===== src/rtl/gifipw_pkg.sv =====
package gifipw_pkg;

    localparam int unsigned DIM_W   = 12;
    localparam int unsigned OFS_W   = 11;
    localparam int unsigned PIX_W   = 8;
    localparam int unsigned ADDR_W  = 22;
    localparam int unsigned PASS_W  = 3;
    localparam int unsigned CFG_A_W = 3;
    localparam int unsigned CFG_D_W = 12;
    localparam int unsigned TDATA_W = 32;
    localparam int unsigned TUSER_W = 2;

    localparam logic [DIM_W-1:0] ROW_MAX = 12'd4095;

    // register map
    typedef enum logic [CFG_A_W-1:0] {
        CFG_SCREEN_WIDTH  = 3'd0,
        CFG_SCREEN_HEIGHT = 3'd1,
        CFG_IMAGE_LEFT    = 3'd2,
        CFG_IMAGE_TOP     = 3'd3,
        CFG_IMAGE_WIDTH   = 3'd4,
        CFG_INTERLACED    = 3'd5,
        CFG_TRANS_EN      = 3'd6,
        CFG_TRANS_INDEX   = 3'd7
    } t_cfg_idx;

    // interlace pass codes
    typedef enum logic [PASS_W-1:0] {
        PASS_SEQ = 3'd0,
        PASS_1   = 3'd1,
        PASS_2   = 3'd2,
        PASS_3   = 3'd3,
        PASS_4   = 3'd4
    } t_pass;

    // bit positions in the output tuser
    localparam int unsigned TUSER_WE  = 0;
    localparam int unsigned TUSER_OOR = 1;

endpackage


===== src/rtl/gif_interlace_pixel_writer_top.sv =====
// Channel   | Dir | Handshake                    | Payload
// s_axis    | in  | s_axis_tvalid/s_axis_tready  | tdata[7:0] pixel_index
// m_axis    | out | m_axis_tvalid/m_axis_tready  | tdata[21:0] write_address,
//           |     |                              | tdata[29:22] write_index,
//           |     |                              | tuser[0] write_enable,
//           |     |                              | tuser[1] out_of_range,
//           |     |                              | tlast row_done
// cfg       | in  | i_cfg_we (no wait)           | i_cfg_addr, i_cfg_wdata
//
// One item per cycle unless m_axis stalls; stage 1 and stage 2 are registered.
// Stage 1 walks the raster (row/pass/column) at accept; stage 2 forms
// row * screen_width + left + column through one 12x12 multiply-add.
// Reset (synchronous, active low) and any config write restart the image at its origin.
// A stall on m_axis backs up into stage 1; s_axis_tready drops only when both are full.
module gif_interlace_pixel_writer_top
    import gifipw_pkg::*;
#(
    parameter int unsigned MAX_DIM = 2048
) (
    input  logic               i_clk,
    input  logic               i_rst_n,
    // config write port
    input  logic               i_cfg_we,
    input  logic [CFG_A_W-1:0] i_cfg_addr,
    input  logic [CFG_D_W-1:0] i_cfg_wdata,
    // pixel in
    input  logic               s_axis_tvalid,
    output logic               s_axis_tready,
    input  logic [PIX_W-1:0]   s_axis_tdata,   // [7:0] pixel_index
    // write request out
    output logic               m_axis_tvalid,
    input  logic               m_axis_tready,
    output logic [TDATA_W-1:0] m_axis_tdata,   // [21:0] write_address, [29:22] write_index
    output logic [TUSER_W-1:0] m_axis_tuser,   // [0] write_enable, [1] out_of_range
    output logic               m_axis_tlast    // row_done
);

    // configuration
    logic [DIM_W-1:0] r_scr_w, r_scr_h, r_img_w;
    logic [OFS_W-1:0] r_img_left, r_img_top;
    logic             r_intl, r_trans_en;
    logic [PIX_W-1:0] r_trans_idx;

    // raster walk state
    logic [DIM_W-1:0] r_pix_left, n_pix_left;
    logic [DIM_W-1:0] r_row, n_row;
    logic [DIM_W-1:0] r_col, n_col;
    t_pass            r_pass, n_pass;

    // stage 1
    logic             r_s1_valid;
    logic [DIM_W-1:0] r_s1_row, r_s1_col;
    logic [PIX_W-1:0] r_s1_pix;
    logic             r_s1_we, r_s1_last, r_s1_oor;

    // stage 2 (output)
    logic              r_out_valid;
    logic [ADDR_W-1:0] r_out_addr;
    logic [PIX_W-1:0]  r_out_pix;
    logic              r_out_we, r_out_last, r_out_oor;

    logic               out_adv, in_acc;
    logic               cfg_hit;
    logic [DIM_W-1:0]   cfg_dim;
    logic               oor, row_end, transp;
    logic [DIM_W:0]     step_row;
    logic [2*DIM_W-1:0] s2_prod;
    logic [ADDR_W-1:0]  s2_addr;

    assign out_adv       = !r_out_valid || m_axis_tready;
    assign s_axis_tready = !r_s1_valid || out_adv;
    assign in_acc        = s_axis_tvalid && s_axis_tready;

    // oversized dimensions saturate
    assign cfg_dim = ({20'd0, i_cfg_wdata} > 32'(MAX_DIM)) ? DIM_W'(MAX_DIM) : i_cfg_wdata;

    always_comb begin
        cfg_hit = 1'b0;
        unique case (t_cfg_idx'(i_cfg_addr))
            CFG_SCREEN_WIDTH, CFG_SCREEN_HEIGHT, CFG_IMAGE_LEFT, CFG_IMAGE_TOP,
            CFG_IMAGE_WIDTH, CFG_INTERLACED, CFG_TRANS_EN, CFG_TRANS_INDEX: cfg_hit = i_cfg_we;
            default: cfg_hit = 1'b0;
        endcase
    end

    always_ff @(posedge i_clk) begin
        if (!i_rst_n) begin
            r_scr_w     <= 12'd320;
            r_scr_h     <= 12'd200;
            r_img_left  <= '0;
            r_img_top   <= '0;
            r_img_w     <= 12'd320;
            r_intl      <= 1'b0;
            r_trans_en  <= 1'b0;
            r_trans_idx <= '0;
        end else if (i_cfg_we) begin
            unique case (t_cfg_idx'(i_cfg_addr))
                CFG_SCREEN_WIDTH:  r_scr_w     <= cfg_dim;
                CFG_SCREEN_HEIGHT: r_scr_h     <= cfg_dim;
                CFG_IMAGE_LEFT:    r_img_left  <= i_cfg_wdata[OFS_W-1:0];
                CFG_IMAGE_TOP:     r_img_top   <= i_cfg_wdata[OFS_W-1:0];
                CFG_IMAGE_WIDTH:   r_img_w     <= cfg_dim;
                CFG_INTERLACED:    r_intl      <= i_cfg_wdata[0];
                CFG_TRANS_EN:      r_trans_en  <= i_cfg_wdata[0];
                CFG_TRANS_INDEX:   r_trans_idx <= i_cfg_wdata[PIX_W-1:0];
                default: ;
            endcase
        end
    end

    // per-pixel classification from the current raster position
    assign oor     = r_row >= r_scr_h;
    assign transp  = r_trans_en && (s_axis_tdata == r_trans_idx);
    assign row_end = r_pix_left <= 12'd1;

    // next row and pass after a row ends
    always_comb begin
        n_pass   = r_pass;
        step_row = {1'b0, r_row} + 13'd1;
        case (r_pass)
            PASS_1: begin
                step_row = {1'b0, r_row} + 13'd8;
                if (step_row >= {1'b0, r_scr_h}) begin
                    n_pass   = PASS_2;
                    step_row = {2'b00, r_img_top} + 13'd4;
                end
            end
            PASS_2: begin
                step_row = {1'b0, r_row} + 13'd8;
                if (step_row >= {1'b0, r_scr_h}) begin
                    n_pass   = PASS_3;
                    step_row = {2'b00, r_img_top} + 13'd2;
                end
            end
            PASS_3: begin
                step_row = {1'b0, r_row} + 13'd4;
                if (step_row >= {1'b0, r_scr_h}) begin
                    n_pass   = PASS_4;
                    step_row = {2'b00, r_img_top} + 13'd1;
                end
            end
            PASS_4:  step_row = {1'b0, r_row} + 13'd2;
            default: step_row = {1'b0, r_row} + 13'd1;
        endcase
    end

    always_comb begin
        n_pix_left = r_pix_left;
        n_row      = r_row;
        n_col      = r_col;
        if (row_end) begin
            n_pix_left = r_img_w;
            n_col      = '0;
            // row counter saturates, never in range after that
            n_row      = step_row[DIM_W] ? ROW_MAX : step_row[DIM_W-1:0];
        end else begin
            n_pix_left = r_pix_left - 12'd1;
            n_col      = r_col + 12'd1;
        end
    end

    always_ff @(posedge i_clk) begin
        if (!i_rst_n) begin
            r_pix_left <= 12'd320;
            r_row      <= '0;
            r_col      <= '0;
            r_pass     <= PASS_SEQ;
        end else if (cfg_hit) begin
            // restart at the image origin with the value just written
            r_col <= '0;
            r_pix_left <= (t_cfg_idx'(i_cfg_addr) == CFG_IMAGE_WIDTH) ? cfg_dim : r_img_w;
            r_row <= {1'b0, (t_cfg_idx'(i_cfg_addr) == CFG_IMAGE_TOP)
                            ? i_cfg_wdata[OFS_W-1:0] : r_img_top};
            if (t_cfg_idx'(i_cfg_addr) == CFG_INTERLACED) begin
                r_pass <= i_cfg_wdata[0] ? PASS_1 : PASS_SEQ;
            end else begin
                r_pass <= r_intl ? PASS_1 : PASS_SEQ;
            end
        end else if (in_acc) begin
            r_pix_left <= n_pix_left;
            r_row      <= n_row;
            r_col      <= n_col;
            if (row_end) begin
                r_pass <= n_pass;
            end
        end
    end

    // stage 1: item plus its raster position
    always_ff @(posedge i_clk) begin
        if (!i_rst_n) begin
            r_s1_valid <= 1'b0;
        end else if (s_axis_tready) begin
            r_s1_valid <= s_axis_tvalid;
        end
    end

    always_ff @(posedge i_clk) begin
        if (in_acc) begin
            r_s1_row  <= r_row;
            r_s1_col  <= r_col;
            r_s1_pix  <= s_axis_tdata;
            r_s1_we   <= !transp && !oor;
            r_s1_last <= row_end;
            r_s1_oor  <= oor;
        end
    end

    // stage 2: row * pitch + left + column, wraps at the address width
    assign s2_prod = r_s1_row * r_scr_w;
    assign s2_addr = s2_prod[ADDR_W-1:0] + ADDR_W'(r_img_left) + ADDR_W'(r_s1_col);

    always_ff @(posedge i_clk) begin
        if (!i_rst_n) begin
            r_out_valid <= 1'b0;
        end else if (out_adv) begin
            r_out_valid <= r_s1_valid;
        end
    end

    always_ff @(posedge i_clk) begin
        if (out_adv && r_s1_valid) begin
            r_out_addr <= s2_addr;
            r_out_pix  <= r_s1_pix;
            r_out_we   <= r_s1_we;
            r_out_last <= r_s1_last;
            r_out_oor  <= r_s1_oor;
        end
    end

    assign m_axis_tvalid = r_out_valid;
    assign m_axis_tdata  = {2'b00, r_out_pix, r_out_addr};
    assign m_axis_tuser  = {r_out_oor, r_out_we};
    assign m_axis_tlast  = r_out_last;

endmodule


===== config.mk =====
export PLATFORM = sky130hd
export DESIGN_NAME = gif_interlace_pixel_writer_top
export DESIGN_NICKNAME = d
export VERILOG_FILES = /design/src/rtl/gifipw_pkg.sv /design/src/rtl/gif_interlace_pixel_writer_top.sv
export SDC_FILE = /design/constraint.sdc
export NUM_CORES = 1
export LEC_CHECK = 0
export BUFFER_PORTS_ARGS = -buffer_cell sky130_fd_sc_hd__buf_4
export CAP_MARGIN = 20
export CORE_MARGIN = 5
export CORE_UTILIZATION = 50
export CTS_CLUSTER_DIAMETER = 120
export DETAILED_ROUTE_END_ITERATION = 8
export PLACE_DENSITY = 0.71
export SYNTH_ARGS = -nofsm -noshare
export SYNTH_HDL_FRONTEND = slang
export SYNTH_SLANG_ARGS = --single-unit

===== constraint.sdc =====
create_clock -name i_clk -period 6.7 [get_ports i_clk]
set_input_delay 0 -clock i_clk [delete_from_list [all_inputs] [get_ports i_clk]]
set_output_delay 0 -clock i_clk [all_outputs]
set_load 0.01 [all_outputs]

==> results.toml, run 1 <==
[run_status]
status = "completed"

[floorplanning]
ios = 65
dieArea_um2 = 32600
core_um2 = 28700
start_util_pct = 50.8
fp.dieH_um = 181
die_w_um = 181
rows = 62

[route]
wl_per_cell_um = 17.8
vias = 11500
dr.pass1.iters = 5
drc = 0
vias_per_cell = 5.58
antenna_left = 0
routed_wl_mm = 36.7
drtIter0Drc = 981

[cells_and_area]
area_delta_synth_final_pct = 10.6
drive_gt1_share_pct = 7.45
fin_nets = 1927
stdcell_count = 2062
fill_cells = 2506
num_antenna_cells = 0

[setup_path]
end_kind = "register"
required_ns = 6.88
reg2reg_slack_ns = 0.41
path_class = "reg2reg"
startpoint_type = "register"
worstPathMaxFanout = 12
r2r_cells = 19
critPathArrivalTime_ns = 6.47

[logic_synthesis]
synth-seq-area-share_pct = 29.0
synthFlopType = "dfxtp_1"
syn_area_um2 = 14600
synth_top_area_share_pct = 16.2
yosysMostFrequentCell = "nand2_1"
synth.avg_cell_area_um2 = 8.89
synthCells = 1638
synth.distinct_cells = 75
ys_ff_latch = 177
synth-edff-count = 68
synth_common_cells = "nand2_1 (279), inv_1 (178), fa_1 (118)"
yosysWarnings = 0
async_flop_share_pct = 0
ys_top_cells_by_area = "fa_1 (16%), dfxtp_1 (15%), edfxtp_1 (14%), ha_1 (10%), nand2_1 (7.2%)"
synth_top_area_cell = "fa_1"

[pwr]
power-per-cell-area_nw_per_um2 = 181
ir_drop_v = 0.000165
p_leak_uw = 0.00710
total_power_uw = 2920

[clock_network]
cts.sinks = 177
ctsLongestPathBuffers = 2
h-tree-depth = 4
clock_latency_ns = 0.44
cts_tree = "yes"
post_cts_resize_count = 0
postCtsSetupRepairBufs = 0
cts_buffers = 17
hold_buffers = 23
cts.clk_slew.worst_paths_ns = 0.08
cts-root-buf = "clkbuf_16"

[timing]
rsz0062_at_grt = "no"
worst_pin_slew_ns = 0.945
setup_viol = 0
max_freq_mhz = 159
final_max_slew_viol_count = 0
hold_viol_final = 0
finalCriticalPeriod_ns = 6.29
finalCritPeriodShare_pct = 93.9
tns_ns = 0
max_slew_margin_pct = 36.8
holdWs_ns = 0.0539
fin_skew_ns = 0.0175

[grt]
antenna_found_initial = 0
grt.overflow.total = 0
grt_pass1_vias = 11800
grt_max_degree = 97
grt_first_pass_wirelength_mm = 61.4
track_usage_pct = 23.0

[placement]
routabilityCongestion = 0.939
place_hpwl_mm = 27.4
io_buffers = 62
placed_cells = 2007

[hold_path]
worstHoldPathType = "in2reg"
holdPathStages = 4

[job]
maxCapViolCount = 0
==> worst max-delay path, cell delays in order (launching register included) <==
cell	delay (ns)
edfxtp_1	0.55
and2_1	0.25
fa_1	0.51
inv_1	0.05
fa_1	0.49
inv_1	0.05
fa_1	0.53
fa_1	0.44
fa_1	0.54
inv_1	0.05
fa_1	0.49
inv_1	0.04
ha_1	0.34
a21oi_1	0.19
nand2_1	0.10
or4_1	0.51
a41oi_1	0.32
nor3_1	0.11
o41ai_1	0.37
xnor2_1	0.10
==> power by group <==
| group | switching [uW] | leakage (uW) | internal [uW] | total, uW |
|---|---|---|---|---|
| logic | 351 | 0.00524 | 256 | 607 |
| registers | 53.7 | 0.00155 | 1180 | 1240 |
| clock network | 545 | 0.000309 | 528 | 1070 |
| total | 950 | 0.00710 | 1970 | 2920 |
==> flip-flops by register name, indices dropped and copies added, names as in the netlist, 3 cells and up <==
signal / cells
r_s1_col: 12
r_img_w: 12
r_row: 12
r_s1_row: 12
r_out_addr: 22
r_img_top: 11
r_trans_idx: 8
r_pass: 3
r_out_pix: 8
r_img_left: 11
r_s1_pix: 8
r_scr_h: 12
r_scr_w: 12
r_col: 12
r_pix_left: 12
==> metrics by stage <==
stage | instance area (um^2) | setup WS [ns] | utilization (%)
after floorplan | 14600 | 0.564 | -
after global placement | 15200 | 0.458 | 53.1
after detailed placement | 15200 | 0.402 | 53.1
after CTS | 16100 | 0.388 | 56.1
after global routing | 16100 | 0.139 | 56.1
final | 16100 | 0.407 | 56.1
==> layer usage <==
layer  global-route usage, %  vias to the layer above  share of wire [%]
met4                    7.96                        0                3.4
li1                        -                     5503                  -
met2                    38.4                      417                 48
met5                       0                        -                  0
met3                    3.26                       88                5.7
met1                    30.8                     5502                 43
==> logic make-up after synthesis <==
| logic type | after synthesis | synth area share [%] |
|---|---|---|
| DFF | 177 | 29.0 |
| buffers and inverters | 264 | 7.00 |
| AOI/OAI and AO/OA | 282 | 13.1 |
| adders and majority gates | 234 | 26.2 |
| muxes | 19 | 1.36 |
| and+or+nand+nor | 585 | 18.7 |
| xor gates and xnor gates | 76 | 4.57 |
| other | 1 | 0.0257 |
==> final timing paths <==
path                       from              to
setup / recovery    r_s1_row[9]  r_out_addr[21]
hold / removal    i_cfg_addr[0]      r_scr_w[0]
setup reg to reg    r_s1_row[9]  r_out_addr[21]
hold reg to reg     r_s1_pix[1]    r_out_pix[1]
==> final cells by class <==
| cell class | instances | area, um^2 | share of cell area (%) |
|---|---|---|---|
| Clock inverter | 15 | 215 | 1.34 |
| Tap cell | 384 | 480 | 2.98 |
| Inverter | 179 | 677 | 4.20 |
| Sequential cell | 177 | 4220 | 26.2 |
| Multi-Input combinational cell | 1198 | 9340 | 58.0 |
| Timing Repair Buffer | 92 | 748 | 4.65 |
| Clock buffer | 17 | 425 | 2.64 |
==> cell usage in the layout, fill, tap and decap left out, drive strengths merged, types with 4 or more instances in the layout <==
cell	instances
nand2	281
inv	190
fa	118
ha	116
dfxtp	109
nor2	88
and2	84
buf	69
edfxtp	68
a21oi	57
xnor2	52
a21boi	52
o21ai	51
nand3	37
xor2	24
o211ai	23
dlygate4sd3	23
nor3	19
clkbuf	17
nor2b	17
nand2b	15
a21o	14
nand4	13
mux2i	13
a211oi	11
a31oi	9
o211a	8
and3	8
o21a	6
mux2	6
o22ai	5
a22oi	5
a211o	4
o21bai	4
a221oi	4
o221ai	4
clkinv	4
Note: power is estimated with default switching activity, not from simulation.
==> inputs of run 2 (changes only) <==
--- a/config.mk
+++ b/config.mk
@@ -5,6 +5,7 @@
 export SDC_FILE = /design/constraint.sdc
 export NUM_CORES = 1
 export LEC_CHECK = 0
+export ABC_AREA = 1
 export BUFFER_PORTS_ARGS = -buffer_cell sky130_fd_sc_hd__buf_4
 export CAP_MARGIN = 20
 export CORE_MARGIN = 5
==> run 2 against run 1 <==
Net effect: synthesized cell count up 18%; worst setup slack better by 0.33 ns; design area up 3.0%; via count up 11%; clock-buffer cell count unchanged; sequential share of layout area down 0.76 points; combinational power up 81%; global-route usage up 0.72 points; wire length up 7.5%; clock power about the same; first-iteration DRC count up 20%; register-to-register slack better by 0.33 ns; largest power group unchanged.
==> results.toml, run 2 <==
[setup_path]
path_class = "reg2reg"
worstPathMaxFanout = 12
path_cells = "nand2_1, inv_1, fa_1, inv_1, fa_1, inv_1, fa_1, inv_1, fa_1, inv_1, fa_1, inv_1, fa_1, inv_1, ha_1, nand2_1, o21ai_1, a21oi_1, o21ai_1, a21boi_0, o21ai_1, nand2_1, nand3_1, nand2_1"
required_ns = 6.89
startpoint_type = "register"
critPathSlowestCell = "edfxtp_1"
cp_common_cell = "inv_1"
critPathArrivalTime_ns = 6.16
slowest_delay_ns = 0.58
end_kind = "register"

[clock_network]
clock_latency_ns = 0.43
post_cts_resize_count = 0
cts_tree = "yes"
cts.sinks = 177
ctsLongestPathBuffers = 2
cts.clk_slew.worst_paths_ns = 0.08
cts-root-buf = "clkbuf_16"
postCtsSetupRepairBufs = 0
cts_buffers = 17
h-tree-depth = 4

[logic_synthesis]
ys_top_cells_by_area = "fa_1 (16%), dfxtp_1 (15%), edfxtp_1 (14%), inv_1 (9.7%), ha_1 (9.7%)"
synth-edff-count = 68
ys_ff_latch = 177
async_flop_share_pct = 0
synth.avg_cell_area_um2 = 7.77
synth_top_area_share_pct = 15.7
synth_common_cells = "inv_1 (388), nand2_1 (364), o21ai_0 (141)"
synth-seq-area-share_pct = 28.1
yosysMostFrequentCell = "inv_1"
synthFlopType = "dfxtp_1"
syn_area_um2 = 15000
synth_top_area_cell = "fa_1"
synthCells = 1933
yosysWarnings = 0
synth.distinct_cells = 55

[floorplanning]
dieArea_um2 = 33600
ios = 65
fp.dieH_um = 183
rows = 63
die_w_um = 183
core_um2 = 29600
start_util_pct = 50.6

[timing]
tns_ns = 0
final_max_slew_viol_count = 0
fin_skew_ns = 0.0141
setup_viol = 0
worst_pin_slew_ns = 1.03
max_slew_margin_pct = 31.1
finalCritPeriodShare_pct = 89.1
rsz0062_at_grt = "no"
max_freq_mhz = 168
hold_viol_final = 0
holdWs_ns = 0.00666
finalCriticalPeriod_ns = 5.97

[placement]
routabilityCongestion = 0.963
place_hpwl_mm = 30.0
placed_cells = 2323
io_buffers = 62
placed_area_um2 = 15700

[route]
wl_per_cell_um = 16.6
drc = 0
vias_per_cell = 5.39
routed_wl_mm = 39.4
vias = 12800
drtIter0Drc = 1174
dr.pass1.iters = 8
antenna_left = 0

[pwr]
p_leak_uw = 0.00824
ir_drop_v = 0.000265
power-per-cell-area_nw_per_um2 = 209

[cells_and_area]
num_antenna_cells = 0
largest_register_ff_count = 22
final_cell_mix = "inv_1 (388), nand2_1 (364), o21ai_0 (141)"
largest-register = "r_out_addr"
final_common_cell = "inv_1"
finalInstanceArea_um2 = 16600
stdcell_count = 2378
area_delta_synth_final_pct = 10.5
fin_nets = 2237
fill_cells = 2747
drive_gt1_share_pct = 7.04
final_util_pct = 56.0

[grt]
grt.overflow.total = 0
grt_pass1_vias = 12500
track_usage_pct = 23.7
antenna_found_initial = 0
grt_first_pass_wirelength_mm = 64.4
grt_max_degree = 78

[job]
maxCapViolCount = 0

[hold_path]
worstHoldPathType = "in2reg"

[run_status]
status = "completed"
-- run 2: kinds of logic (layout without fill, tap and decap cells) --
family | count (synthesis) | in the layout | synth area share (%)
xor gates and xnor gates | 65 | 65 | 3.79
DFF | 177 | 177 | 28.1
other | 1 | 2 | 0.0250
and+or+nand+nor | 645 | 645 | 18.1
AOI/OAI and AO/OA | 345 | 345 | 12.5
buffers and inverters | 466 | 520 | 12.0
adders and majority gates | 234 | 234 | 25.4
-- run 2: what timing repair did --
action	4_1_cts	5_1_grt
setup endpoints to repair	0	0
hold endpoints to repair	33	0
hold buffers	21	0
-- run 2: report_power, final --
| part | total [uW] | internal (uW) | switching (uW) |
|---|---|---|---|
| sequential | 1310 | 1220 | 83.8 |
| combinational | 1100 | 430 | 665 |
| clock | 1060 | 525 | 530 |
| total | 3460 | 2180 | 1280 |
-- run 2: worst paths after layout --
check	from	cells after the start	slack [ns]	to
min reg2reg	r_s1_pix[5]	0	0.42	r_out_pix[5]
max	r_s1_row[5]	24	0.73	r_out_addr[21]
min	i_cfg_wdata[0]	3	0.007	r_trans_idx[0]
max reg2reg	r_s1_row[5]	24	0.73	r_out_addr[21]
-- run 2: layout make-up --
cell class	count	area (um^2)	area share, %
clock buffers	17	425	2.57
clock inverters	15	211	1.27
inverters	397	1500	9.05
multi-input cells	1291	8990	54.2
flip-flops and latches	177	4220	25.5
well taps	390	488	2.94
repair buffers	91	742	4.47
-- run 2: worst max-delay path: cells and delay by family (launching register included) --
kind,cells,cell delay (ns)
buffers and inverters,7,0.35
adder cells (fa/ha/maj),7,3.37
AND/OR/NAND/NOR,5,0.45
AO/OA/AOI/OAI,5,0.96
flip-flops,1,0.58
-- run 2: through the flow --
step           power (uW)  worst slack (ns)
3_5_place_dp         2400             0.756
3_3_place_gp         2380             0.826
6_report             3460             0.733
5_1_grt              3680             0.397
2_1_floorplan        2100              1.12
4_1_cts              3470             0.744
-- run 2: layer usage --
metal	GRT usage [%]	part of all wire, %
met3	2.40	5.5
met5	0	0
met4	7.48	2.8
met1	31.9	43
met2	40.5	48
==> inputs of run 3 (changes only) <==
--- a/config.mk
+++ b/config.mk
@@ -8,6 +8,7 @@
 export ABC_AREA = 1
 export BUFFER_PORTS_ARGS = -buffer_cell sky130_fd_sc_hd__buf_4
 export CAP_MARGIN = 20
+export CORE_ASPECT_RATIO = 1.75
 export CORE_MARGIN = 5
 export CORE_UTILIZATION = 50
 export CTS_CLUSTER_DIAMETER = 120
==> constraint.sdc (replaced) <==
create_clock -name i_clk -period 6.7 [get_ports i_clk]
set_input_delay 0.335 -clock i_clk [delete_from_list [all_inputs] [get_ports i_clk]]
set_output_delay 0.335 -clock i_clk [all_outputs]
set_load 0.01 [all_outputs]
==> run 3 against run 2 <==
Net effect: register-to-register slack better by 0.03 ns; wire length grew 6.1%; clock skew is 0.0027 ns lower; hold slack better by 0.071 ns; clock-buffer cell count stayed put; first-iteration DRC count fell by 26%; clock power about the same; largest cell class unchanged; largest power group unchanged.
==> results.toml, run 3 (synthesis gave the netlist of run 2 again) <==
[clock_network]
cts-root-buf = "clkbuf_16"
ctsLongestPathBuffers = 2
h-tree-depth = 4
postCtsSetupRepairBufs = 0
cts_tree = "yes"
cts.sinks = 177
hold_buffers = 0
cts.clk_slew.worst_paths_ns = 0.07
cts_buffers = 17
clock_latency_ns = 0.45
post_cts_resize_count = 0

[cells_and_area]
largest_register_ff_count = 22
final_common_cell = "inv_1"
final_cell_mix = "inv_1 (388), nand2_1 (364), o21ai_0 (141)"
fin_nets = 2216
area_delta_synth_final_pct = 8.83
largest-register = "r_out_addr"
finalInstanceArea_um2 = 16300
drive_gt1_share_pct = 7.02
num_antenna_cells = 0

[hold_path]
holdPathEnd = "r_s1_pix[0]"
worstHoldPathType = "in2reg"
hold_start = "s_axis_tdata[0]"
holdPathStages = 1

[setup_path]
cp_common_cell = "inv_1"
reg2reg_from = "r_s1_row[7]"
end_kind = "register"
r2r-end = "r_out_addr[21]"
path_cells = "nand2_1, inv_1, fa_1, inv_1, fa_1, inv_1, fa_1, inv_1, fa_1, inv_1, fa_1, inv_1, fa_1, inv_1, ha_1, nand2_1, o21ai_1, a21oi_1, o21ai_1, a21boi_0, o21ai_1, nand2_1, nand3_1, nand2_1"
reg2reg_slack_ns = 0.76
r2r_cells = 24
critPathSlowestCell = "edfxtp_1"
worstPathMaxFanout = 12
path_class = "reg2reg"
required_ns = 6.90
slowest_delay_ns = 0.57
critPathArrivalTime_ns = 6.14
startpoint_type = "register"

[timing]
fin_skew_ns = 0.0114
finalCritPeriodShare_pct = 88.6
max_slew_margin_pct = 30.4
final_max_slew_viol_count = 0
tns_ns = 0
max_freq_mhz = 168
hold_viol_final = 0
setup_ws_ns = 0.764
finalCriticalPeriod_ns = 5.94
rsz0062_at_grt = "no"
setup_viol = 0
worst_pin_slew_ns = 1.04

[placement]
placed_area_um2 = 15700
io_buffers = 62
routabilityCongestion = 1.00
dp_slack_ns = 0.750
place_hpwl_mm = 33.2

[run_status]
status = "completed"

[job]
maxCapViolCount = 0

[pwr]
ir_drop_v = 0.000186
swShare_pct = 35.6
p_int_uw = 2210
clock_power_share_pct = 30.0
p_sw_uw = 1220
p_leak_uw = 0.00814
seqPwrFrac_pct = 38.1
power-per-cell-area_nw_per_um2 = 210
combPwrFrac_pct = 31.9

[route]
drc = 0
drtIter0Drc = 866
antenna_left = 0
wl_per_cell_um = 17.8
routed_wl_mm = 41.8
vias = 12900
vias_per_cell = 5.49
dr.pass1.iters = 7

[grt]
gr-usage-met2_pct = 48.1
grt_pass1_vias = 13400
grt_first_pass_wirelength_mm = 67.3
grt.overflow.total = 0
top_usage_layer = "met2"
antenna_found_initial = 0
track_usage_pct = 25.3
grt_max_degree = 78
met1_usage_pct = 25.1
gr-usage-met3_pct = 3.96

[floorplanning]
dieArea_um2 = 33700
core_um2 = 29800
start_util_pct = 50.3
die_w_um = 141
rows = 84
ios = 65
fp.dieH_um = 239
## run 3: layout make-up
cell class                 count  area [um^2]
multi-input combinational   1291         8990
timing repair buffer          70          538
inverter                     397         1500
clock inverter                15          170
fill                        2849        13500
clock buffer                  17          425
sequential                   177         4220
tap                          387          484
## run 3: worst max-delay path by stage
stage	depth (start not counted)	to	startpoint
final	24	r_out_addr[21]	r_s1_row[7]
after floorplan	24	r_out_addr[21]	r_s1_row[6]
after global routing	24	r_out_addr[21]	r_s1_row[7]
after global placement	25	r_out_addr[21]	r_s1_row[7]
after detailed placement	24	r_out_addr[21]	r_s1_row[7]
after CTS	24	r_out_addr[21]	r_s1_row[7]
## run 3: layer usage
layer  routed length, um  share of wire (%)
met1               14300                 34
met3                1920                4.6
met2               22600                 54
met5                   0                  0
met4                3030                7.2
## run 3: per-stage QoR
stage          util, %  hold slack, ns  instances  total power [uW]
2_1_floorplan        -           0.400       1934              2100
3_3_place_gp      52.7           0.400       2321              2390
3_5_place_dp      52.7           0.405       2321              2410
4_1_cts           54.7          0.0638       2353              3430
5_1_grt           54.7          0.0642       2354              3630
6_report          54.7          0.0772       2354              3430
## run 3: critical path: cells and delay by family (launching register included)
family	cells	cell delay, ns
fa+ha+maj	7	3.31
buf+inv	7	0.35
simple gates	5	0.47
flops	1	0.57
compound gates	5	1.01
## run 3: power groups by stage
stage          combinational [uW]  sequential (uW)  clock (uW)
2_1_floorplan                 799             1300           0
3_3_place_gp                 1060             1330           0
3_5_place_dp                 1090             1330           0
4_1_cts                      1090             1300        1040
5_1_grt                      1230             1310        1080
6_report                     1090             1310        1030
